==> src/rtl/lzss_absolute_window_decoder_macros.svh <==
// Assertion macros for the LZSS absolute-window decoder.
// Expects clk and rst in the scope where a macro is used.
`ifndef LZSS_ABSOLUTE_WINDOW_DECODER_MACROS_SVH
`define LZSS_ABSOLUTE_WINDOW_DECODER_MACROS_SVH

// Same-cycle implication, disabled during reset.
`define LZSSAW_ASSERT_NOW(lbl, ante, cons, msg) \
  lbl: assert property (@(posedge clk) disable iff (rst) (ante) |-> (cons)) \
    else $error(msg);

// Next-cycle implication, disabled during reset.
`define LZSSAW_ASSERT_NEXT(lbl, ante, cons, msg) \
  lbl: assert property (@(posedge clk) disable iff (rst) (ante) |=> (cons)) \
    else $error(msg);

`endif

==> src/rtl/lzssaw_pkg.sv <==
// Shared constants and types for the LZSS absolute-window decoder.
// No dependencies; imported by the interfaces, the top module, lzssaw_parse and lzssaw_oq.
`timescale 1ns / 1ps

package lzssaw_pkg;

  localparam int LIT_BITS   = 8;
  localparam int LEN_BITS   = 4;
  localparam int LEN_BIAS   = 2;
  localparam int LEN_MAX    = (1 << LEN_BITS) - 1 + LEN_BIAS;
  localparam int REM_W      = $clog2(LEN_MAX + 1);
  localparam int CNT_W      = 48;
  localparam int STAT_W     = 3;
  localparam int CFG_IDX_W  = 1;
  localparam int CFG_DATA_W = 48;

  typedef logic [STAT_W-1:0] status_t;

  localparam status_t ST_RUN    = 3'd0;
  localparam status_t ST_END    = 3'd1;
  localparam status_t ST_BADREF = 3'd2;
  localparam status_t ST_LIMIT  = 3'd3;
  localparam status_t ST_TRUNC  = 3'd4;

  localparam logic [CFG_IDX_W-1:0] CFG_LIMIT_EN = 1'd0;
  localparam logic [CFG_IDX_W-1:0] CFG_LIMIT    = 1'd1;

  // bit-serial parser control
  typedef struct packed {
    logic load;
    logic shift;
    logic clear;
  } pcmd_t;

  // parser events; all but empty are valid only in a shift cycle
  typedef struct packed {
    logic lit_done;
    logic pos_done;
    logic copy_done;
    logic byte_done;
    logic empty;
  } pflags_t;

  // output queue commands
  typedef struct packed {
    logic                push_byte;
    logic [LIT_BITS-1:0] data;
    logic                finish;
    status_t             ev;
  } oq_cmd_t;

  typedef struct packed {
    logic free;
    logic hold_valid;
  } oq_stat_t;

endpackage

==> src/rtl/lzssaw_out_if.sv <==
// Output channel of the decoder: one decoded byte or status per transaction.
// Depends on lzssaw_pkg.
`timescale 1ns / 1ps

interface lzssaw_out_if import lzssaw_pkg::*; ();
  logic                valid;
  logic                ready;
  logic [LIT_BITS-1:0] out_byte;
  logic                byte_valid;
  status_t             status;
  logic                last;

  modport source (output valid, out_byte, byte_valid, status, last, input ready);
  modport sink   (input valid, out_byte, byte_valid, status, last, output ready);
endinterface

==> src/rtl/lzssaw_oq.sv <==
// Output queue: one held-back result plus the output register.
// Holding the newest byte lets the end-of-byte status and last mark land on it.
// Depends on lzssaw_pkg and lzssaw_out_if.
`timescale 1ns / 1ps

module lzssaw_oq import lzssaw_pkg::*; (
  input  logic                clk,
  input  logic                rst,
  input  oq_cmd_t             cmd,
  output oq_stat_t            stat,
  lzssaw_out_if.source        dout
);

  logic                hold_valid;
  logic [LIT_BITS-1:0] hold_byte;
  logic                out_valid;
  logic [LIT_BITS-1:0] out_byte;
  logic                out_bv;
  status_t             out_status;
  logic                out_last;
  logic                load_out;

  assign stat.free       = !out_valid || dout.ready;
  assign stat.hold_valid = hold_valid;

  assign dout.valid      = out_valid;
  assign dout.out_byte   = out_byte;
  assign dout.byte_valid = out_bv;
  assign dout.status     = out_status;
  assign dout.last       = out_last;

  assign load_out = (cmd.push_byte && hold_valid) ||
                    (cmd.finish && (hold_valid || cmd.ev != ST_RUN));

  always_ff @(posedge clk) begin
    if (rst) begin
      hold_valid <= 1'b0;
      out_valid  <= 1'b0;
    end else begin
      if (load_out) begin
        out_valid <= 1'b1;
      end else if (dout.ready) begin
        out_valid <= 1'b0;
      end
      if (cmd.push_byte) begin
        if (hold_valid) begin
          out_byte   <= hold_byte;
          out_bv     <= 1'b1;
          out_status <= ST_RUN;
          out_last   <= 1'b0;
        end
        hold_byte  <= cmd.data;
        hold_valid <= 1'b1;
      end else if (cmd.finish) begin
        if (hold_valid) begin
          out_byte   <= hold_byte;
          out_bv     <= 1'b1;
          out_status <= cmd.ev;
          out_last   <= 1'b1;
        end else if (cmd.ev != ST_RUN) begin
          out_byte   <= '0;
          out_bv     <= 1'b0;
          out_status <= cmd.ev;
          out_last   <= 1'b1;
        end
        hold_valid <= 1'b0;
      end
    end
  end

endmodule
==> src/flat_wrapper.sv <==
// flat-port wrapper written by rule: the top's interface ports become plain ports
module lzssaw_oq_flat import lzssaw_pkg::*;
  (clk, rst, cmd, stat, dout_valid, dout_out_byte, dout_byte_valid, dout_status, dout_last, dout_ready);
  lzssaw_out_if dout_i ();
  input  logic clk;
  input  logic rst;
  input  oq_cmd_t cmd;
  output oq_stat_t stat;
  output wire logic [$bits(dout_i.valid)-1:0] dout_valid;
  output wire logic [$bits(dout_i.out_byte)-1:0] dout_out_byte;
  output wire logic [$bits(dout_i.byte_valid)-1:0] dout_byte_valid;
  output wire logic [$bits(dout_i.status)-1:0] dout_status;
  output wire logic [$bits(dout_i.last)-1:0] dout_last;
  input wire logic [$bits(dout_i.ready)-1:0] dout_ready;
  assign dout_valid = dout_i.valid;
  assign dout_out_byte = dout_i.out_byte;
  assign dout_byte_valid = dout_i.byte_valid;
  assign dout_status = dout_i.status;
  assign dout_last = dout_i.last;
  assign dout_i.ready = dout_ready;
  lzssaw_oq u_core (.clk(clk), .rst(rst), .cmd(cmd), .stat(stat), .dout(dout_i));
endmodule
==> config.mk <==
export PLATFORM = sky130hd
export DESIGN_NAME = lzssaw_oq_flat
export DESIGN_NICKNAME = d
export VERILOG_FILES = /design/src/rtl/lzss_absolute_window_decoder_macros.svh /design/src/rtl/lzssaw_pkg.sv /design/src/rtl/lzssaw_out_if.sv /design/src/rtl/lzssaw_oq.sv /design/src/flat_wrapper.sv
export SDC_FILE = /design/constraint.sdc
export NUM_CORES = 1
export LEC_CHECK = 0
export ABC_AREA = 1
export BUFFER_PORTS_ARGS = -buffer_cell sky130_fd_sc_hd__buf_4
export CORE_MARGIN = 2
export CORE_UTILIZATION = 50
export DETAILED_ROUTE_END_ITERATION = 16
export PLACE_DENSITY = 0.81
export SLEW_MARGIN = 20
export SYNTH_ARGS = -nofsm -noshare
export SYNTH_HDL_FRONTEND = slang
export SYNTH_SLANG_ARGS = --single-unit
==> constraint.sdc <==
create_clock -name clk -period 2.7 [get_ports clk]
set_input_delay 0.27 -clock clk [delete_from_list [all_inputs] [get_ports clk]]
set_output_delay 0.27 -clock clk [all_outputs]
set_load 0.1 [all_outputs]
==> results of run 1 <==
==> path summary, 6_finish.rpt <==
path,from,endpoint,slack [ns],depth (start not counted)
worst max-delay path,u_core.hold_valid,u_core.dout.out_byte[7],0.97,4
worst min-delay path,rst,u_core.hold_valid,0.14,2
worst max register to register,u_core.hold_valid,u_core.dout.out_byte[7],0.97,4
worst min register to register,u_core.hold_byte[3],u_core.dout.out_byte[3],0.56,2
==> per-layer routing <==
layer / track usage / up-vias / share of wire
met3: 0.0357 / 2 / 0.052
met1: 0.166 / 233 / 0.43
met4: 0.0686 / 0 / 0.010
met5: 0 / - / 0
li1: - / 280 / -
met2: 0.203 / 19 / 0.51
==> metrics by stage <==
step,hold WS [ns],instances,setup slack (ns),power [mW],util
5_1_grt,0.108,119,0.824,0.748,0.673
2_1_floorplan,0.340,69,0.856,0.538,-
6_report,0.137,119,0.974,0.714,0.673
3_3_place_gp,0.449,115,1.00,0.573,0.658
4_1_cts,0.132,119,0.934,0.719,0.673
3_5_place_dp,0.449,115,0.937,0.576,0.658
==> kinds of logic after synthesis <==
group / Yosys count / share of synthesized area
AO/OA/AOI/OAI: 1 / 0.00571
buffers and inverters: 19 / 0.0943
flip-flops: 23 / 0.766
AND/OR/NAND/NOR: 26 / 0.134
==> worst max-delay path: cells and delay by family, from the launching register on <==
kind	cells	cell delay, ns
and+or+nand+nor	3	0.87
buffers and inverters	1	0.06
DFF	1	0.43
==> state kept, by name (all words and copies together), names as in the netlist <==
register                cells
u_core.dout.valid           1
u_core.dout.last            1
u_core.dout.byte_valid      1
u_core.dout.status          3
u_core.hold_valid           1
u_core.hold_byte            8
u_core.dout.out_byte        8
==> layout by cell type (no fill, tap or decap) <==
cell type	instances
nor2_1	16
nand3_1	1
o21ai_1	1
clkbuf_1	1
nor3_2	1
or2_2	1
clkbuf_4	3
inv_1	17
nand2_1	5
edfxtp_1	21
nor2_2	1
dfxtp_1	2
buf_4	31
nor2_4	1
==> power by group through the flow <==
stage / Sequential [mW] / Combinational, mW / Clock, mW
6_report: 0.417 / 0.150 / 0.148
5_1_grt: 0.419 / 0.158 / 0.170
4_1_cts: 0.418 / 0.151 / 0.150
3_5_place_dp: 0.426 / 0.151 / 0
3_3_place_gp: 0.425 / 0.148 / 0
2_1_floorplan: 0.494 / 0.0440 / 0
==> layout make-up <==
cell class	instances	area [sq um]
Sequential cell	23	671
Fill cell	131	552
Tap cell	17	21.3
Timing Repair Buffer	31	233
Multi-Input combinational cell	27	123
Inverter	17	63.8
Clock buffer	4	26.3
==> run summary, run 1 <==
Status: complete, no violations
Global-route wire length before repair: 1900 um
Clk pwr share: 0.207
Endpoints failing setup: 0
CP most frequent cell: nor2_1
Number of synthesized flops with an enable pin: 21
Top post-synthesis cells by area: edfxtp_1 (72%), inv_1 (7.3%), nor2_1 (6.9%)
CTS root buf: clkbuf_4
Initial DRC Count: 4
Fin. Hold Viols: 0
Int Pwr: 506 uW
Clock Latency Late Sink: 0.30 ns
CTS tree: done
FMAX: 579 MHz
Setup crit start kind: flip-flop
Commonest cells post-synth: edfxtp_1 (21), inv_1 (17), nor2_1 (16), nand2_1 (5), dfxtp_1 (2)
Seq pwr share: 0.584
Grt ovf: 0
N_diodes: 0
Rel. slew slack: 0.359
CP Cell Sequence: nand2_1, inv_1, nor2_1, nor2_1
HPWL reported at the end of detailed placement: 927 um
Synthesized area: 876 sq um
Cells after Synth: 69
Die height: 45.9 um
Die area: 2100 sq um
Via-to-Cell Ratio: 4.49
Syn nets: 85
Clock transition at path regs: 0.11 ns
Worst-margin pin slew: 0.958 ns
Fin area: 1140 sq um
Area after DPL: 1110 sq um
Clock skew: 0.00228 ns
Critical path's slowest cell: nor2_1
Synth cell types: 13
Routed WL per cell: 9.70 um
P_sw: 209 uW
Max incr delay on CP: 0.73 ns
Largest net degree at the start of global routing: 14
DRC: 0
Post-CTS repair timing setup buffer count: 0
Layout cell share with drive strength beyond 1: 0.373
Count leader, synth: edfxtp_1
Worst Hold Class: in -> reg
Initial Utilization: 0.519
Final Cycle Share: 0.639
Seq/Total Area, Yosys: 0.766
RSZ-0062 raised after global routing: no
Async set-reset flop share out of synthesis: 0
Initial antenna violation count: 0
Total negative slack: 0 ns
Fin nets: 119
Clock tree buffer depth: 2
Vias in the first global route: 468
Final RePlAce weighted congestion: 0.603
Arrival time worst endpoint: 1.66 ns
Num CTS Buffers: 3
Total GRT Usage: 0.131
CTS HTree Levels: 1
Clock net sink count: 23
WS Path Type: reg -> reg
Max FO, Critical Path: 13
Final Max Tran Viols: 0
Max cap viols: 0
Core Area: 1690 sq um
Power per cell area: 628 nW/um^2
Chip Width: 45.9 um
Minimum clock period: 1.73 ns
Mean Syn Cell Area: 12.7 sq um
Routed WL: 1150 um
Rows: 15
Area Growth Syn to Fin: 29.9%
Main synth FF type: edfxtp_1
Post_cts resized: 0
CP required: 2.63 ns
Largest area contributor in the netlist: edfxtp_1
Logic pwr share: 0.209
Routed Antenna Nets: 0
CP endpoint kind: flip-flop
Synth Register Bits: 23
Pleak: 0.525 nW
Num ports: 32
Hold_buf cts: 0
PortBufs: 31
Fraction of power spent switching nets: 0.292
Maximum vdd drop: 0.447 mV
Detailed-route via count: 534
TritonRoute pass-1 iters: 4
Top-area cell type share of the netlist area: 0.720
Synthesis warning total: 0
Note: power is estimated with default switching activity, not from simulation.
==> inputs of run 2 (changes only) <==
CORE_UTILIZATION = 42   (was 50)
PLACE_DENSITY = 0.72   (was 0.81)
clock period = 1.4 ns   (was 2.7 ns; I/O delays follow)
==> run summary, run 2 (synthesized netlist as in run 1, its figures left out) <==
Fraction of power spent switching nets: 0.293
Critical path's top delay family: flip-flops
HPWL reported at the end of detailed placement: 943 um
Largest net degree at the start of global routing: 14
Num CTS Buffers: 3
Fin. Hold Viols: 0
Pleak: 0.576 nW
Die area: 2470 sq um
Setup crit start kind: flip-flop
GR peak layer: met2
Met3 Use GR: 0.0182
Utilization after layout: 0.648
Total Power: 1.42 mW
Initial Utilization: 0.446
Worst-margin pin slew: 0.285 ns
Initial antenna violation count: 0
Most frequent cells in the layout: buf_4 (32), edfxtp_1 (21), inv_1 (17), nor2_1 (15), dlygate4sd3_1 (9)
Num ports: 32
CTS root buf: clkbuf_4
Final Max Tran Viols: 0
CP Cell Sequence: inv_1, or2_2, buf_4
Via-to-Cell Ratio: 4.09
Max incr delay on CP: 0.34 ns
Clock Latency Late Sink: 0.30 ns
Total negative slack: 0 ns
Area after DPL: 1150 sq um
Total GRT Usage: 0.113
Clock tree buffer depth: 2
Grt ovf: 0
Bufs and invs on worst path: 2
Arrival time worst endpoint: 1.18 ns
GR Util met2: 0.193
Clock transition at path regs: 0.11 ns
Routed Antenna Nets: 0
Routed WL per cell: 9.35 um
Seq pwr share: 0.568
Clock skew: 0.00263 ns
Clock net sink count: 23
Max FO, Critical Path: 2
Final RePlAce weighted congestion: 0.689
RSZ-0062 raised after global routing: no
Met1 Usage GRT: 0.131
Routed WL: 1310 um
Minimum clock period: 1.32 ns
TritonRoute pass-1 iters: 4
FMAX: 758 MHz
Area Growth Syn to Fin: 45.1%
CTS HTree Levels: 1
Core Area: 1960 sq um
Global-route wire length before repair: 2070 um
Area of the multi-input gates: 125 sq um
DRC: 0
Rows: 16
P_sw: 415 uW
Clk pwr share: 0.206
Layout cell share with drive strength beyond 1: 0.372
PortBufs: 31
Endpoints failing setup: 0
Int Pwr: 1.00 mW
Place WS: 0.222 ns
Logic pwr share: 0.226
Status: complete, no violations
Max cap viols: 0
Worst Hold Class: in -> reg
Fin area: 1270 sq um
Register area: 672 sq um
Critical path's slowest cell: dfxtp_2
Most common cell after layout, fill and taps aside: buf_4
Final Cycle Share: 0.942
WS Path Type: reg -> out
Final worst slack: 0.0813 ns
N_diodes: 0
Vias in the first global route: 501
Power per cell area: 1110 nW/um^2
Fin nets: 130
Detailed-route via count: 572
CP required: 1.26 ns
Maximum vdd drop: 0.664 mV
Initial DRC Count: 9
CTS tree: done
CP endpoint kind: output pin
Die height: 49.7 um
Fillers: 167
Rel. slew slack: 0.812
Chip Width: 49.7 um
## run 2: metrics by stage
| stage | std cells | hold slack [ns] |
|---|---|---|
| detailed placement | 127 | 0.320 |
| floorplan | 69 | 0.210 |
| global placement | 127 | 0.318 |
| global route | 140 | 0.0839 |
| CTS | 136 | 0.000421 |
| finish | 140 | 0.0822 |
## run 2: what timing repair did
action	CTS	global route
gates resized for setup	0	0
endpoints found under the setup margin	0	0
hold buffers	5	4
endpoints found under the hold margin	5	4
setup buffers	0	0
## run 2: layout make-up
type / instances / share of cell area
inverters: 17 / 0.0502
multi-input cells: 27 / 0.0984
well taps: 27 / 0.0266
flip-flops and latches: 23 / 0.529
clock buffers: 4 / 0.0207
repair buffers: 42 / 0.276
## run 2: metal layers
layer,up-vias,share of wire
li1,302,-
met1,252,0.40
met2,16,0.55
met3,2,0.035
met4,0,0.011
met5,-,0
## run 2: worst paths after layout
| kind | start | endpoint | slack [ns] | cells past startpoint |
|---|---|---|---|---|
| worst min-delay path | cmd[3] | u_core.dout.valid | 0.08 | 3 |
| worst max-delay path | u_core.dout.valid | stat[1] | 0.08 | 3 |
| worst max register to register | u_core.hold_valid | u_core.dout.out_byte[0] | 0.21 | 5 |
| worst min register to register | u_core.hold_byte[3] | u_core.dout.out_byte[3] | 0.56 | 2 |
## run 2: power groups by stage
stage | Sequential, mW | Combinational, mW | Clock, mW
floorplan | 0.953 | 0.0859 | 0
global placement | 0.820 | 0.298 | 0
detailed placement | 0.821 | 0.301 | 0
CTS | 0.805 | 0.312 | 0.301
global route | 0.808 | 0.339 | 0.324
finish | 0.805 | 0.320 | 0.291
## run 2: worst min-delay path, stage by stage
cell     delay (ns)
buf_4          0.09
nand3_1        0.07
nand2_1        0.06
==> inputs of run 3 (changes only) <==
ABC_AREA = default   (was 1)
CORE_UTILIZATION = 41   (was 42)
PLACE_DENSITY = 0.74   (was 0.72)
==> run summary, run 3 <==
Worst-margin pin slew: 0.385 ns
Status: complete, no violations
Commonest cells post-synth: edfxtp_1 (21), and2b_2 (11), nor2_1 (3)
Initial Utilization: 0.431
Most common cell after layout, fill and taps aside: buf_4
Max incr delay on CP: 0.44 ns
Total negative slack: 0 ns
Grt ovf: 0
WS Path Type: reg -> reg
Reg-to-reg slack, setup: 0.08 ns
Max FO, Critical Path: 13
Fin. Hold Viols: 0
CP endpoint kind: flip-flop
Top post-synthesis cells by area: edfxtp_1 (75%), and2b_2 (11%), dfxtp_1 (4.7%)
Synth cell types: 13
Clock net sink count: 23
Detailed-route via count: 532
Clock transition at path regs: 0.12 ns
Critical path's slowest cell: dfxtp_1
Vias in the first global route: 525
Pleak: 0.523 nW
DRC: 0
Fillers: 158
RSZ-0062 raised after global routing: no
FF-to-FF Start: u_core.hold_valid
Routed WL per cell: 11.6 um
Final Max Tran Viols: 0
Rel. slew slack: 0.742
Main synth FF type: edfxtp_1
Layout cell share with drive strength beyond 1: 0.553
Crit Reg-Reg Endpoint: u_core.dout.out_byte[6]
Fin area: 1270 sq um
TritonRoute pass-1 iters: 4
Clock tree buffer depth: 2
Num CTS Buffers: 3
Setup crit start kind: flip-flop
Synthesized area: 846 sq um
Minimum clock period: 1.32 ns
Total Power: 1.44 mW
Worst hold slack: 0.00816 ns
PortBufs: 31
CTS HTree Levels: 1
Routed WL: 1410 um
Cells after Synth: 49
Largest net degree at the start of global routing: 14
Number of synthesized flops with an enable pin: 21
Clock Latency Late Sink: 0.30 ns
Final RePlAce weighted congestion: 0.717
Most frequent cells in the layout: buf_4 (33), edfxtp_1 (21), and2b_2 (11), dlygate4sd3_1 (8)
N_diodes: 0
Arrival time worst endpoint: 1.35 ns
Worst Hold Class: in -> reg
Total GRT Usage: 0.121
Hold Path Depth: 2
Via-to-Cell Ratio: 4.40
CTS root buf: clkbuf_4
Maximum vdd drop: 0.662 mV
Core Area: 1960 sq um
Hold Path End: u_core.hold_valid
Endpoints failing setup: 0
Die area: 2440 sq um
Mean Syn Cell Area: 17.3 sq um
CTS tree: done
Die height: 49.4 um
Worst R2R Path Depth: 4
Area Growth Syn to Fin: 49.9%
Synthesis warning total: 0
Area after DPL: 1130 sq um
Utilization after layout: 0.646
Max cap viols: 0
Initial antenna violation count: 0
Hold_sp: rst
Routed Antenna Nets: 0
Syn nets: 65
Clock skew: 0.00662 ns
Bufs and invs on worst path: 1
Count leader, synth: edfxtp_1
Critical path's top delay family: flip-flops
Final Cycle Share: 0.946
Chip Width: 49.4 um
Largest area contributor in the netlist: edfxtp_1
Fin nets: 111
CP required: 1.42 ns
HPWL reported at the end of detailed placement: 980 um
Synth Register Bits: 23
Top-area cell type share of the netlist area: 0.746
Num ports: 32
Async set-reset flop share out of synthesis: 0
FMAX: 755 MHz
Power per cell area: 1140 nW/um^2
Initial DRC Count: 9
Rows: 16
Global-route wire length before repair: 2190 um
CP Cell Sequence: nor4_2, nor2_1, a21boi_4, buf_12
Seq/Total Area, Yosys: 0.793
Setup crit start: u_core.hold_valid
run 3: cell types whose count changed in the layout (fill, tap and decap cells not counted), sizes merged, moves of 2 or more:
cell / previous run / this run
a21oi: 0 / 2
and2b: 0 / 11
inv: 17 / 2
nand2: 5 / 2
nor2: 18 / 3
run 3: report_power, final:
group          switching [mW]  internal [mW]  total, mW
combinational           0.236          0.111      0.347
clock                   0.176          0.111      0.287
sequential             0.0125          0.796      0.808
run 3: kinds of logic after synthesis:
family / Yosys count / share of synthesized area
AO/OA/AOI/OAI: 4 / 0.0296
flip-flops: 23 / 0.793
AND/OR/NAND/NOR: 19 / 0.160
buffers and inverters: 3 / 0.0178
run 3: area by class of cell:
class,instances,area (sq um),area share
clock buffers,4,26.3,0.0207
inverters,2,7.51,0.00592
multi-input cells,23,180,0.142
flip-flops and latches,23,672,0.530
well taps,27,33.8,0.0267
repair buffers,42,348,0.274
run 3: worst max path at each step:
stage | to | cells past startpoint
5_1_grt | u_core.dout.out_byte[5] | 4
4_1_cts | u_core.dout.out_byte[6] | 4
3_3_place_gp | u_core.dout.out_byte[1] | 3
6_report | u_core.dout.out_byte[6] | 4
3_5_place_dp | u_core.dout.out_byte[3] | 3
2_1_floorplan | u_core.dout.valid | 3
run 3: routing by layer:
layer / up-vias / GRT usage / wire (um)
li1: 261 / - / -
met5: - / 0 / 0
met2: 14 / 0.230 / 808
met1: 255 / 0.125 / 541
met4: 0 / 0.0833 / 14
met3: 2 / 0.00920 / 44
run 3: worst reg2reg max path: stages, from the launching register on:
cell and delay, ns:
dfxtp_1 0.44, nor4_2 0.08, nor2_1 0.15, a21boi_4 0.22, buf_12 0.15
run 3: what timing repair did:
action,4_1_cts,5_1_grt
pin swaps,0,0
hold endpoints to repair,0,8
hold buffers,0,8
resized for setup,1,1
setup endpoints to repair,13,13
setup buffers,1,0
run 3: stage by stage:
stage          std cells  setup slack (ns)
3_3_place_gp         108           -0.0461
2_1_floorplan         49            -0.119
5_1_grt              121            0.0129
3_5_place_dp         108            -0.136
6_report             121            0.0753
4_1_cts              113            0.0494
