<file path="src/rtl/lzss_absolute_window_decoder_macros.svh">
// Assertion macros for the LZSS absolute-window decoder.
// Expects clk and rst in the scope where a macro is used.
`ifndef LZSS_ABSOLUTE_WINDOW_DECODER_MACROS_SVH
`define LZSS_ABSOLUTE_WINDOW_DECODER_MACROS_SVH

// Same-cycle implication, disabled during reset.
`define LZSSAW_ASSERT_NOW(lbl, ante, cons, msg) \
  lbl: assert property (@(posedge clk) disable iff (rst) (ante) |-> (cons)) \
    else $error(msg);

// Next-cycle implication, disabled during reset.
`define LZSSAW_ASSERT_NEXT(lbl, ante, cons, msg) \
  lbl: assert property (@(posedge clk) disable iff (rst) (ante) |=> (cons)) \
    else $error(msg);

`endif

</file>
<file path="src/rtl/lzssaw_pkg.sv">
// Shared constants and types for the LZSS absolute-window decoder.
// No dependencies; imported by the interfaces, the top module, lzssaw_parse and lzssaw_oq.
`timescale 1ns / 1ps

package lzssaw_pkg;

  localparam int LIT_BITS   = 8;
  localparam int LEN_BITS   = 4;
  localparam int LEN_BIAS   = 2;
  localparam int LEN_MAX    = (1 << LEN_BITS) - 1 + LEN_BIAS;
  localparam int REM_W      = $clog2(LEN_MAX + 1);
  localparam int CNT_W      = 48;
  localparam int STAT_W     = 3;
  localparam int CFG_IDX_W  = 1;
  localparam int CFG_DATA_W = 48;

  typedef logic [STAT_W-1:0] status_t;

  localparam status_t ST_RUN    = 3'd0;
  localparam status_t ST_END    = 3'd1;
  localparam status_t ST_BADREF = 3'd2;
  localparam status_t ST_LIMIT  = 3'd3;
  localparam status_t ST_TRUNC  = 3'd4;

  localparam logic [CFG_IDX_W-1:0] CFG_LIMIT_EN = 1'd0;
  localparam logic [CFG_IDX_W-1:0] CFG_LIMIT    = 1'd1;

  // bit-serial parser control
  typedef struct packed {
    logic load;
    logic shift;
    logic clear;
  } pcmd_t;

  // parser events; all but empty are valid only in a shift cycle
  typedef struct packed {
    logic lit_done;
    logic pos_done;
    logic copy_done;
    logic byte_done;
    logic empty;
  } pflags_t;

  // output queue commands
  typedef struct packed {
    logic                push_byte;
    logic [LIT_BITS-1:0] data;
    logic                finish;
    status_t             ev;
  } oq_cmd_t;

  typedef struct packed {
    logic free;
    logic hold_valid;
  } oq_stat_t;

endpackage

</file>
<file path="src/rtl/lzssaw_parse.sv">
// Bit-serial token parser: shifts the input byte out MSB first and builds tokens.
// Depends on lzssaw_pkg.
`timescale 1ns / 1ps

module lzssaw_parse import lzssaw_pkg::*; #(
  parameter int WINDOW_BITS = 12
) (
  input  logic                            clk,
  input  logic                            rst,
  input  pcmd_t                           cmd,
  input  logic [LIT_BITS-1:0]             in_byte,
  output pflags_t                         flags,
  output logic [WINDOW_BITS+LEN_BITS-1:0] tok_next
);

  localparam int TOK_W  = WINDOW_BITS + LEN_BITS;
  localparam int TCNT_W = $clog2(TOK_W + 1);
  localparam int BL_W   = $clog2(LIT_BITS + 1);

  logic [LIT_BITS-1:0] sbyte;
  logic [BL_W-1:0]     bleft;
  logic                tflag;
  logic [TOK_W-1:0]    tok;
  logic [TCNT_W-1:0]   tcnt;
  logic                cur_bit;

  assign cur_bit  = sbyte[LIT_BITS-1];
  assign tok_next = {tok[TOK_W-2:0], cur_bit};

  // tcnt counts bits already taken, flag included
  always_comb begin
    flags.lit_done  = cmd.shift && tcnt != '0 && tflag && tcnt == TCNT_W'(LIT_BITS);
    flags.pos_done  = cmd.shift && tcnt != '0 && !tflag && tcnt == TCNT_W'(WINDOW_BITS);
    flags.copy_done = cmd.shift && tcnt != '0 && !tflag && tcnt == TCNT_W'(TOK_W);
    flags.byte_done = cmd.shift && bleft == BL_W'(1);
    flags.empty     = bleft == '0;
  end

  always_ff @(posedge clk) begin
    if (rst) begin
      bleft <= '0;
      tcnt  <= '0;
      tflag <= 1'b0;
      tok   <= '0;
    end else begin
      if (cmd.load) begin
        sbyte <= in_byte;
        bleft <= BL_W'(LIT_BITS);
      end else if (cmd.shift) begin
        sbyte <= {sbyte[LIT_BITS-2:0], 1'b0};
        bleft <= bleft - BL_W'(1);
      end
      if (cmd.clear) begin
        tcnt <= '0;
        tok  <= '0;
      end else if (cmd.shift) begin
        if (tcnt == '0) begin
          tflag <= cur_bit;
        end
        tok  <= tok_next;
        tcnt <= tcnt + TCNT_W'(1);
      end
    end
  end

endmodule

</file>
<file path="config.mk">
export PLATFORM = sky130hd
export DESIGN_NAME = lzssaw_parse
export DESIGN_NICKNAME = d
export VERILOG_FILES = /design/src/rtl/lzss_absolute_window_decoder_macros.svh /design/src/rtl/lzssaw_pkg.sv /design/src/rtl/lzssaw_parse.sv
export SDC_FILE = /design/constraint.sdc
export NUM_CORES = 1
export LEC_CHECK = 0
export BUFFER_PORTS_ARGS = -buffer_cell sky130_fd_sc_hd__buf_4
export CAP_MARGIN = 20
export CELL_PAD_IN_SITES_DETAIL_PLACEMENT = 1
export CELL_PAD_IN_SITES_GLOBAL_PLACEMENT = 1
export CORE_UTILIZATION = 43
export CTS_CLUSTER_DIAMETER = 200
export CTS_CLUSTER_SIZE = 20
export DETAILED_ROUTE_END_ITERATION = 10
export MAX_ROUTING_LAYER = met4
export PLACE_DENSITY = 0.81
export SLEW_MARGIN = 20
export SYNTH_ARGS = -nofsm -noshare
export SYNTH_HDL_FRONTEND = slang
export SYNTH_SLANG_ARGS = --single-unit
</file>
<file path="constraint.sdc">
create_clock -name clk -period 3.1 [get_ports clk]
set_input_delay 0.62 -clock clk [delete_from_list [all_inputs] [get_ports clk]]
set_output_delay 0.62 -clock clk [all_outputs]
set_load 0.02 [all_outputs]
</file>
==> tab_implementation.tex, run 1 <==
\begin{tabular}{lr}
\hline
Metric & Value \\
\hline
\multicolumn{2}{l}{\textbf{Worst hold path}} \\
\quad Hold Path Origin & rst \\
\quad Tightest Hold Check Type & primary input to flip-flop \\
\quad Number of cells traversed by the worst hold path & 2 \\
\quad Terminating pin of the worst hold path & bleft[3]\$\_SDFFE\_PP0N\_ \\
\multicolumn{2}{l}{\textbf{Global routing}} \\
\quad Gr usage total & 18.80\% \\
\quad Wire length of the first global-routing pass & roughly 4.6 mm \\
\quad Antenna violations before repair & 0 \\
\quad Remaining global-route overflow & 0 \\
\quad Pin count of the biggest net entering global routing & 31 \\
\quad Via count of the first global-routing pass & 1,011 \\
\multicolumn{2}{l}{\textbf{Logic synthesis}} \\
\quad Cell area after synthesis & around 1400 µm² \\
\quad Cell taking the most area after synthesis & sky130\_fd\_sc\_hd\_\_dfxtp\_1 \\
\quad Mapped Cells & around 130 \\
\quad Number of register bits inferred by synthesis & 33 \\
\quad Portion of synthesized cell area occupied by the leading cell type & 36.20\% \\
\quad Synthesized area per cell & 10.89 µm² \\
\quad Count of yosys warnings during synthesis & 0 \\
\quad Top area cells in the synthesized netlist & sky130\_fd\_sc\_hd\_\_dfxtp\_1 (36\%), sky130\_fd\_sc\_hd\_\_edfxtp\_1 (17\%), sky130\_fd\_sc\_hd\_\_mux2i\_1 (12\%) \\
\quad Post-synthesis sequential area ratio & approximately 54\% \\
\quad Synth Net Count & between 100 and 150 \\
\quad Post-synthesis cell type count & 25 \\
\multicolumn{2}{l}{\textbf{Detailed routing}} \\
\quad Post-detailed-route DRC marker count & 0 \\
\quad First-iteration detailed-routing DRC count & 25 \\
\quad Number of iterations in the first detailed-routing pass & 4 \\
\quad Post-route antenna net violation count & 0 \\
\quad Per-cell routed wire length & 13.48 µm \\
\quad Total via count after detailed routing & between 900 and 1,000 \\
\quad Total length of routed wires & between 2 and 3 mm \\
\quad Post-DR vias/cell & slightly below 5 \\
\multicolumn{2}{l}{\textbf{Floorplan}} \\
\quad Top-level port count & 34 \\
\quad Vertical die dimension & between 50 and 60 µm \\
\quad Site row count & 20 \\
\quad Die area & between 3000 and 4000 µm² \\
\quad Area of the core & between 3000 and 4000 µm² \\
\quad Die Wd & 58.71 µm \\
\quad Initial cell density of the core & 45.29\% \\
\multicolumn{2}{l}{\textbf{Worst setup path}} \\
\quad Cell-by-cell trace of the critical path & buf\_4 > nand4b\_1 > nor3b\_1 > buf\_4 \\
\quad CP Capture Type & output pin \\
\quad CP dominant cell by count & sky130\_fd\_sc\_hd\_\_buf\_4 \\
\quad Cell with the biggest individual delay on the critical path & sky130\_fd\_sc\_hd\_\_buf\_4 \\
\quad Crit path kind & primary input to output pin \\
\quad Number of cell instances on the worst register-to-register path & 5 \\
\quad R2r setup slk & about 1.8 ns \\
\quad Family with the most delay on the worst path & buffers and inverters \\
\quad Number of buffer and inverter instances along the worst setup path & 2 \\
\quad Worst reg2reg endpoint & tflag\$\_SDFFE\_PP0P\_ \\
\quad Largest fanout on the critical path & 30 \\
\quad Required time reported for the critical path endpoint & 2.48 ns \\
\quad Highest cell delay on the worst timing path & approximately 0.34 ns \\
\quad Nature of the critical path startpoint & primary input \\
\quad Crit path launch & cmd[1] \\
\quad CP arrival & between 1.5 and 2 ns \\
\quad Worst R2R Start & tcnt[0]\$\_SDFFE\_PP0P\_ \\
\multicolumn{2}{l}{\textbf{Place}} \\
\quad Number of buffers added on ports & 33 \\
\quad DP Cell Count & 197 \\
\quad Placer's final routability congestion estimate & about 0.74 \\
\quad Place WS & between 0.9 and 1 ns \\
\quad Total half-perimeter wirelength after legalization and detailed placement & between 1.5 and 2 mm \\
\multicolumn{2}{l}{\textbf{CTS}} \\
\quad Clock-pin slew on the worst setup and hold paths & roughly 0.090 ns \\
\quad Number of clock sinks & 33 \\
\quad Setup fix buffers added after clock tree synthesis & 0 \\
\quad Root buffer cell & sky130\_fd\_sc\_hd\_\_clkbuf\_4 \\
\quad Number of buffers on the longest clock path & 2 \\
\quad Worst-skew pair later-pin latency & 0.33 ns \\
\quad TritonCTS buffer count & 5 \\
\quad Number of hold-repair buffers added at the cts stage & 0 \\
\quad Count of cells resized by post-cts repair & 0 \\
\quad CTS tree & built \\
\quad Number of H-tree branching levels & 2 \\
\multicolumn{2}{l}{\textbf{Cells and area}} \\
\quad Share of layout cells above drive strength 1 & 28.57\% \\
\quad Most frequent standard cell in the layout excluding fill and tap cells & sky130\_fd\_sc\_hd\_\_buf\_4 \\
\quad Antenna diode count & 0 \\
\quad Synth-to-layout area growth & 23.26\% \\
\quad Fin util & roughly 56\% \\
\quad Final instance count without filler cells & slightly above 200 \\
\quad Commonest non-fill, non-tap cells in the layout & sky130\_fd\_sc\_hd\_\_buf\_4 (33), sky130\_fd\_sc\_hd\_\_dfxtp\_1 (25), sky130\_fd\_sc\_hd\_\_nor2\_1 (23), sky130\_fd\_sc\_hd\_\_mux2i\_1 (16), sky130\_fd\_sc\_hd\_\_edfxtp\_1 (8) \\
\quad Net count of the finished layout & 177 \\
\multicolumn{2}{l}{\textbf{Timing}} \\
\quad Ratio of final minimum period to clock period & a little over two thirds \\
\quad Clock period minus final worst setup slack & approximately 2.2 ns \\
\quad Unrepaired setup endpoints after global routing & no \\
\quad Final hold violations & 0 \\
\quad Worst Setup Slack, final & a little over 0.9 ns \\
\quad Measured slew at the worst slew-check pin & between 0.6 and 0.7 ns \\
\quad Maximum clock skew at final layout & around 0.012 ns \\
\quad Slew HR & a little over half \\
\quad Timing-limited maximum frequency & 0.4569 GHz \\
\quad Final Max Slew Viols & 0 \\
\quad Final Setup Violations & 0 \\
\quad Total negative setup slack & 0 ns \\
\multicolumn{2}{l}{\textbf{Pwr}} \\
\quad Power per cell area & 451.2 nW/µm² \\
\quad Total Power & between 0.7 and 0.8 mW \\
\quad Leakage power figure & a little over 0.7 nW \\
\quad Worst IR Drop VDD & about 0.33 mV \\
\multicolumn{2}{l}{\textbf{Run status}} \\
\quad Outcome & finished, final reports clean \\
\multicolumn{2}{l}{\textbf{Run}} \\
\quad \# Max-Cap Violations & 0 \\
\hline
\end{tabular}
metal layers:
metal  GRT usage, %  wire length, µm  vias to the layer above
li1               -                -                      497
met1          19.55             1176                      470
met2          32.02             1418                       21
met3          4.835              124                        5
met4          11.22               44                        0
met5              -                0                        -
sequential cells by signal, summed over array words and instances (netlist names):
register and cells:
bleft 4, tok 15, tflag 1, tcnt 5
sbyte 8
synth_stat cells:
cell type,n
sky130_fd_sc_hd__mux2i_1,16
sky130_fd_sc_hd__edfxtp_1,8
sky130_fd_sc_hd__mux2_2,7
sky130_fd_sc_hd__inv_1,6
sky130_fd_sc_hd__xnor2_1,3
sky130_fd_sc_hd__ha_1,4
sky130_fd_sc_hd__nor3b_1,3
sky130_fd_sc_hd__nand3b_1,1
sky130_fd_sc_hd__nor2_1,23
sky130_fd_sc_hd__or3_1,2
sky130_fd_sc_hd__or2_1,1
sky130_fd_sc_hd__and2_1,1
sky130_fd_sc_hd__nand4_1,2
sky130_fd_sc_hd__buf_2,3
sky130_fd_sc_hd__a21oi_1,2
sky130_fd_sc_hd__buf_4,1
sky130_fd_sc_hd__xor2_1,4
sky130_fd_sc_hd__a2111oi_0,1
sky130_fd_sc_hd__clkbuf_1,3
sky130_fd_sc_hd__nand4b_1,2
sky130_fd_sc_hd__nand2_1,3
sky130_fd_sc_hd__dfxtp_1,25
sky130_fd_sc_hd__nor3_1,4
sky130_fd_sc_hd__o21ai_0,1
sky130_fd_sc_hd__nor4b_1,1
layout make-up:
type                    count  area [µm²]
flip-flops and latches     33       740.7
clock buffers               7       45.04
well taps                  44       55.05
repair buffers             33       247.7
inverters                   6       22.52
multi-input cells          81       585.6
fillers                   352        1349
clock inverters             1       7.507
through the flow:
| step | hold WS (ns) | instance area (µm²) |
|---|---|---|
| after floorplan | 0.4636 | 1383 |
| after detailed placement | 0.4986 | 1652 |
| after global routing | 0.5115 | 1704 |
| final | 0.5061 | 1704 |
| after CTS | 0.5018 | 1704 |
| after global placement | 0.4813 | 1652 |
cells by family (layout without fill, tap and decap cells):
family,Yosys count,in the layout,share of synthesized area (%)
DFF,33,33,53.57
buffers and inverters,13,47,4.072
xor gates and xnor gates,7,7,4.434
and+or+nand+nor,43,43,15.29
AOI/OAI and AO/OA,4,4,1.719
adders and majority gates,4,4,3.620
muxes,23,23,17.29
power by group:
part           switching (mW)  internal, mW  total (mW)
Combinational          0.0379        0.0375      0.0754
Clock                   0.140        0.0894       0.230
Sequential            0.00865         0.455       0.464
Total                   0.187         0.582       0.769
how the worst max path moves through the flow:
stage                     slack, ns        to  cells after the start
final                          0.91  flags[4]                      4
after global routing           0.84  flags[4]                      5
after CTS                      0.91  flags[3]                      4
after detailed placement       0.91  flags[3]                      4
after global placement         0.96  flags[3]                      4
after floorplan                0.87  flags[2]                      4
(Power assumes the default switching activity.)
==> run 2: changes to the inputs <==
--- a/config.mk
+++ b/config.mk
@@ -9,12 +9,12 @@
 export CAP_MARGIN = 20
 export CELL_PAD_IN_SITES_DETAIL_PLACEMENT = 1
 export CELL_PAD_IN_SITES_GLOBAL_PLACEMENT = 1
-export CORE_UTILIZATION = 43
+export CORE_UTILIZATION = 40
 export CTS_CLUSTER_DIAMETER = 200
 export CTS_CLUSTER_SIZE = 20
 export DETAILED_ROUTE_END_ITERATION = 10
 export MAX_ROUTING_LAYER = met4
-export PLACE_DENSITY = 0.81
+export PLACE_DENSITY = 0.76
 export SLEW_MARGIN = 20
 export SYNTH_ARGS = -nofsm -noshare
 export SYNTH_HDL_FRONTEND = slang
==> constraint.sdc (replaced) <==
create_clock -name clk -period 2.11 [get_ports clk]
set_input_delay 0.422 -clock clk [delete_from_list [all_inputs] [get_ports clk]]
set_output_delay 0.422 -clock clk [all_outputs]
set_load 0.02 [all_outputs]
==> tab_implementation.tex, run 2 (same netlist as run 1, synthesis figures left out) <==
\begin{tabular}{lr}
\hline
Metric & Value \\
\hline
\multicolumn{2}{l}{\textbf{Run status}} \\
\quad Outcome & finished, final reports clean \\
\multicolumn{2}{l}{\textbf{Global routing}} \\
\quad Via count of the first global-routing pass & 1,069 (+5.7\%) \\
\quad Antenna violations before repair & 0 (unchanged) \\
\quad Met3 routing resource usage after global routing & 4.691\% (-0.14 points) \\
\quad Met1 Track Usage GR & 19.13\% (-0.42 points) \\
\quad GRT met2 Usage & 32.65\% (+0.63 points) \\
\quad Gr usage total & 18.78\% (-0.020 points) \\
\quad Remaining global-route overflow & 0 (unchanged) \\
\quad Most congested layer reported by global routing & met2 \\
\quad Wire length of the first global-routing pass & 4.774 mm (+4.1\%) \\
\quad Pin count of the biggest net entering global routing & 21 (-32\%) \\
\multicolumn{2}{l}{\textbf{Worst setup path}} \\
\quad Number of buffer and inverter instances along the worst setup path & 2 (unchanged) \\
\quad Cell with the biggest individual delay on the critical path & sky130\_fd\_sc\_hd\_\_dfxtp\_1 \\
\quad Highest cell delay on the worst timing path & 0.36 ns (+0.02 ns) \\
\quad Cell-by-cell trace of the critical path & inv\_1 > ha\_1 > nand4b\_1 > nor3b\_1 > buf\_4 \\
\quad Largest fanout on the critical path & 4 (-87\%) \\
\quad Nature of the critical path startpoint & flip-flop \\
\quad Family with the most delay on the worst path & simple AND/OR/NAND/NOR gates \\
\quad CP Capture Type & output pin \\
\quad Required time reported for the critical path endpoint & 1.69 ns (-0.79 ns) \\
\quad CP arrival & 1.52 ns (-0.05 ns) \\
\quad Crit path kind & flip-flop to output pin \\
\multicolumn{2}{l}{\textbf{Floorplan}} \\
\quad Site row count & 20 (unchanged) \\
\quad Vertical die dimension & 60.79 µm (+3.6\%) \\
\quad Area of the core & 3153 µm² (+3.3\%) \\
\quad Die area & 3695 µm² (+7.2\%) \\
\quad Initial cell density of the core & 43.85\% (-1.4 points) \\
\quad Die Wd & 60.79 µm (+3.6\%) \\
\quad Top-level port count & 34 (unchanged) \\
\multicolumn{2}{l}{\textbf{Detailed routing}} \\
\quad Post-DR vias/cell & 4.917 (+1.5\%) \\
\quad Total length of routed wires & 2.882 mm (+4.3\%) \\
\quad First-iteration detailed-routing DRC count & 35 (+40\%) \\
\quad Post-detailed-route DRC marker count & 0 (unchanged) \\
\quad Number of iterations in the first detailed-routing pass & 3 (-1) \\
\quad Post-route antenna net violation count & 0 (unchanged) \\
\quad Total via count after detailed routing & 1,013 (+2.0\%) \\
\quad Per-cell routed wire length & 13.99 µm (+3.8\%) \\
\multicolumn{2}{l}{\textbf{Pwr}} \\
\quad Switch share & 23.53\% (-0.76 points) \\
\quad Leakage power figure & 0.7263 nW (+1.7\%) \\
\quad Internal portion of total power & 0.8890 mW (+53\%) \\
\quad Proportion of power drawn by combinational gates & 9.7\% (about the same) \\
\quad Worst IR Drop VDD & 0.3648 mV (+9.4\%) \\
\quad Clock power share & 31.7\% (+1.8 points) \\
\quad Switch Pwr & 0.2735 mW (+46\%) \\
\quad Sequential group share of total power & 58.6\% (-1.7 points) \\
\quad Power per cell area & 676.7 nW/µm² (+50\%) \\
\multicolumn{2}{l}{\textbf{CTS}} \\
\quad Clock-pin slew on the worst setup and hold paths & 0.09 ns (about the same) \\
\quad Number of clock sinks & 33 (unchanged) \\
\quad Number of buffers on the longest clock path & 2 (unchanged) \\
\quad Count of cells resized by post-cts repair & 0 (unchanged) \\
\quad Number of H-tree branching levels & 2 (unchanged) \\
\quad CTS tree & built \\
\quad Setup fix buffers added after clock tree synthesis & 0 (unchanged) \\
\quad Number of hold-repair buffers added at the cts stage & 0 (unchanged) \\
\quad TritonCTS buffer count & 5 (unchanged) \\
\quad Worst-skew pair later-pin latency & 0.33 ns (about the same) \\
\quad Root buffer cell & sky130\_fd\_sc\_hd\_\_clkbuf\_4 \\
\multicolumn{2}{l}{\textbf{Worst hold path}} \\
\quad Tightest Hold Check Type & primary input to flip-flop \\
\multicolumn{2}{l}{\textbf{Cells and area}} \\
\quad Sequential cell area & 740.7 µm² (unchanged) \\
\quad Commonest non-fill, non-tap cells in the layout & sky130\_fd\_sc\_hd\_\_buf\_4 (34), sky130\_fd\_sc\_hd\_\_dfxtp\_1 (25), sky130\_fd\_sc\_hd\_\_nor2\_1 (23), sky130\_fd\_sc\_hd\_\_mux2i\_1 (16), sky130\_fd\_sc\_hd\_\_edfxtp\_1 (8) \\
\quad Register ranked first by flip-flop count & tok \\
\quad Net count of the finished layout & 178 (+0.56\%) \\
\quad Fin util & 54.48\% (-1.3 points) \\
\quad Number of filler cells placed in the layout & 367 (+4.3\%) \\
\quad Multi-input combinational cell area & 585.6 µm² (unchanged) \\
\quad Most frequent standard cell in the layout excluding fill and tap cells & sky130\_fd\_sc\_hd\_\_buf\_4 \\
\quad Regs by FF count & tok x15, sbyte x8, tcnt x5 \\
\quad Synth-to-layout area growth & 24.25\% \\
\quad Largest register FFs & 15 (unchanged) \\
\quad Share of layout cells above drive strength 1 & 29.01\% (+0.44 points) \\
\quad Antenna diode count & 0 (unchanged) \\
\multicolumn{2}{l}{\textbf{Timing}} \\
\quad Final hold violations & 0 (unchanged) \\
\quad Slew HR & 55.68\% (+0.79 points) \\
\quad Final Max Slew Viols & 0 (unchanged) \\
\quad Unrepaired setup endpoints after global routing & no \\
\quad Measured slew at the worst slew-check pin & 0.6648 ns (-0.01186 ns) \\
\quad Maximum clock skew at final layout & 0.006016 ns (-0.006436 ns) \\
\quad Final Setup Violations & 0 (unchanged) \\
\quad Clock period minus final worst setup slack & slightly below 2 ns \\
\quad Ratio of final minimum period to clock period & between 90 and 100\% \\
\quad Total negative setup slack & 0 ns (unchanged) \\
\quad Timing-limited maximum frequency & 0.5160 GHz \\
\multicolumn{2}{l}{\textbf{Place}} \\
\quad Number of buffers added on ports & 33 (unchanged) \\
\quad Total half-perimeter wirelength after legalization and detailed placement & 2.137 mm (+7.4\%) \\
\quad Placer's final routability congestion estimate & 0.7303 (-0.65\%) \\
\multicolumn{2}{l}{\textbf{Run}} \\
\quad \# Max-Cap Violations & 0 (unchanged) \\
\hline
\end{tabular}
==> run 2: changes by cell type in the layout (fill, tap and decap cells not counted), sizes merged <==
cell / change
clkbuf: +1
clkinvlp: -1
buf: +1
==> run 2: worst register-to-register path: stages (launching register included) <==
cell and delay [ns]:
sky130_fd_sc_hd__dfxtp_1 0.39, sky130_fd_sc_hd__or3_1 0.41, sky130_fd_sc_hd__or3_1 0.31, sky130_fd_sc_hd__a21oi_1 0.13
==> run 2: final timing paths <==
path                         startpoint                     to  slack (ns)  depth (start not counted)
setup / recovery   tcnt[0]$_SDFFE_PP0P_               flags[3]        0.17                          5
hold / removal                      rst  bleft[0]$_SDFFE_PP0P_        0.32                          2
setup reg to reg   tcnt[2]$_SDFFE_PP0P_     tflag$_SDFFE_PP0P_        0.80                          3
hold reg to reg   bleft[1]$_SDFFE_PP0P_  bleft[1]$_SDFFE_PP0P_        0.52                          2
==> run 2: stage by stage <==
step / instance area [µm²] / cells / hold WS, ns / setup slack, ns / power [mW]
global placement: 1659 / 198 / 0.4844 / 0.4960 / 0.8021
global route: 1718 / 206 / 0.3158 / 0.01758 / 1.221
detailed placement: 1659 / 198 / 0.5168 / 0.4364 / 0.8097
floorplan: 1383 / 127 / 0.4636 / 0.2765 / 0.7672
CTS: 1718 / 206 / 0.2993 / 0.1467 / 1.180
finish: 1718 / 206 / 0.3173 / 0.1719 / 1.163
==> run 2: per-layer routing <==
metal	part of all wire [%]	wire length, µm	vias to the layer above
li1	-	-	496
met1	42	1203	492
met2	52	1500	20
met3	4.5	130	5
met4	1.7	48	0
met5	0	0	-
==> run 2: power by group through the flow <==
stage	registers, mW	logic [mW]	clock network (mW)
floorplan	0.693	0.0746	0
global placement	0.694	0.108	0
detailed placement	0.696	0.114	0
CTS	0.682	0.114	0.384
global route	0.684	0.124	0.412
finish	0.681	0.112	0.369
==> run 2: area by class of cell <==
cell class	count	share of cell area, %
clock buffer	8	3.423
inverter	6	1.311
multi-input combinational	81	34.09
sequential	33	43.12
tap	44	3.205
timing repair buffer	34	14.86
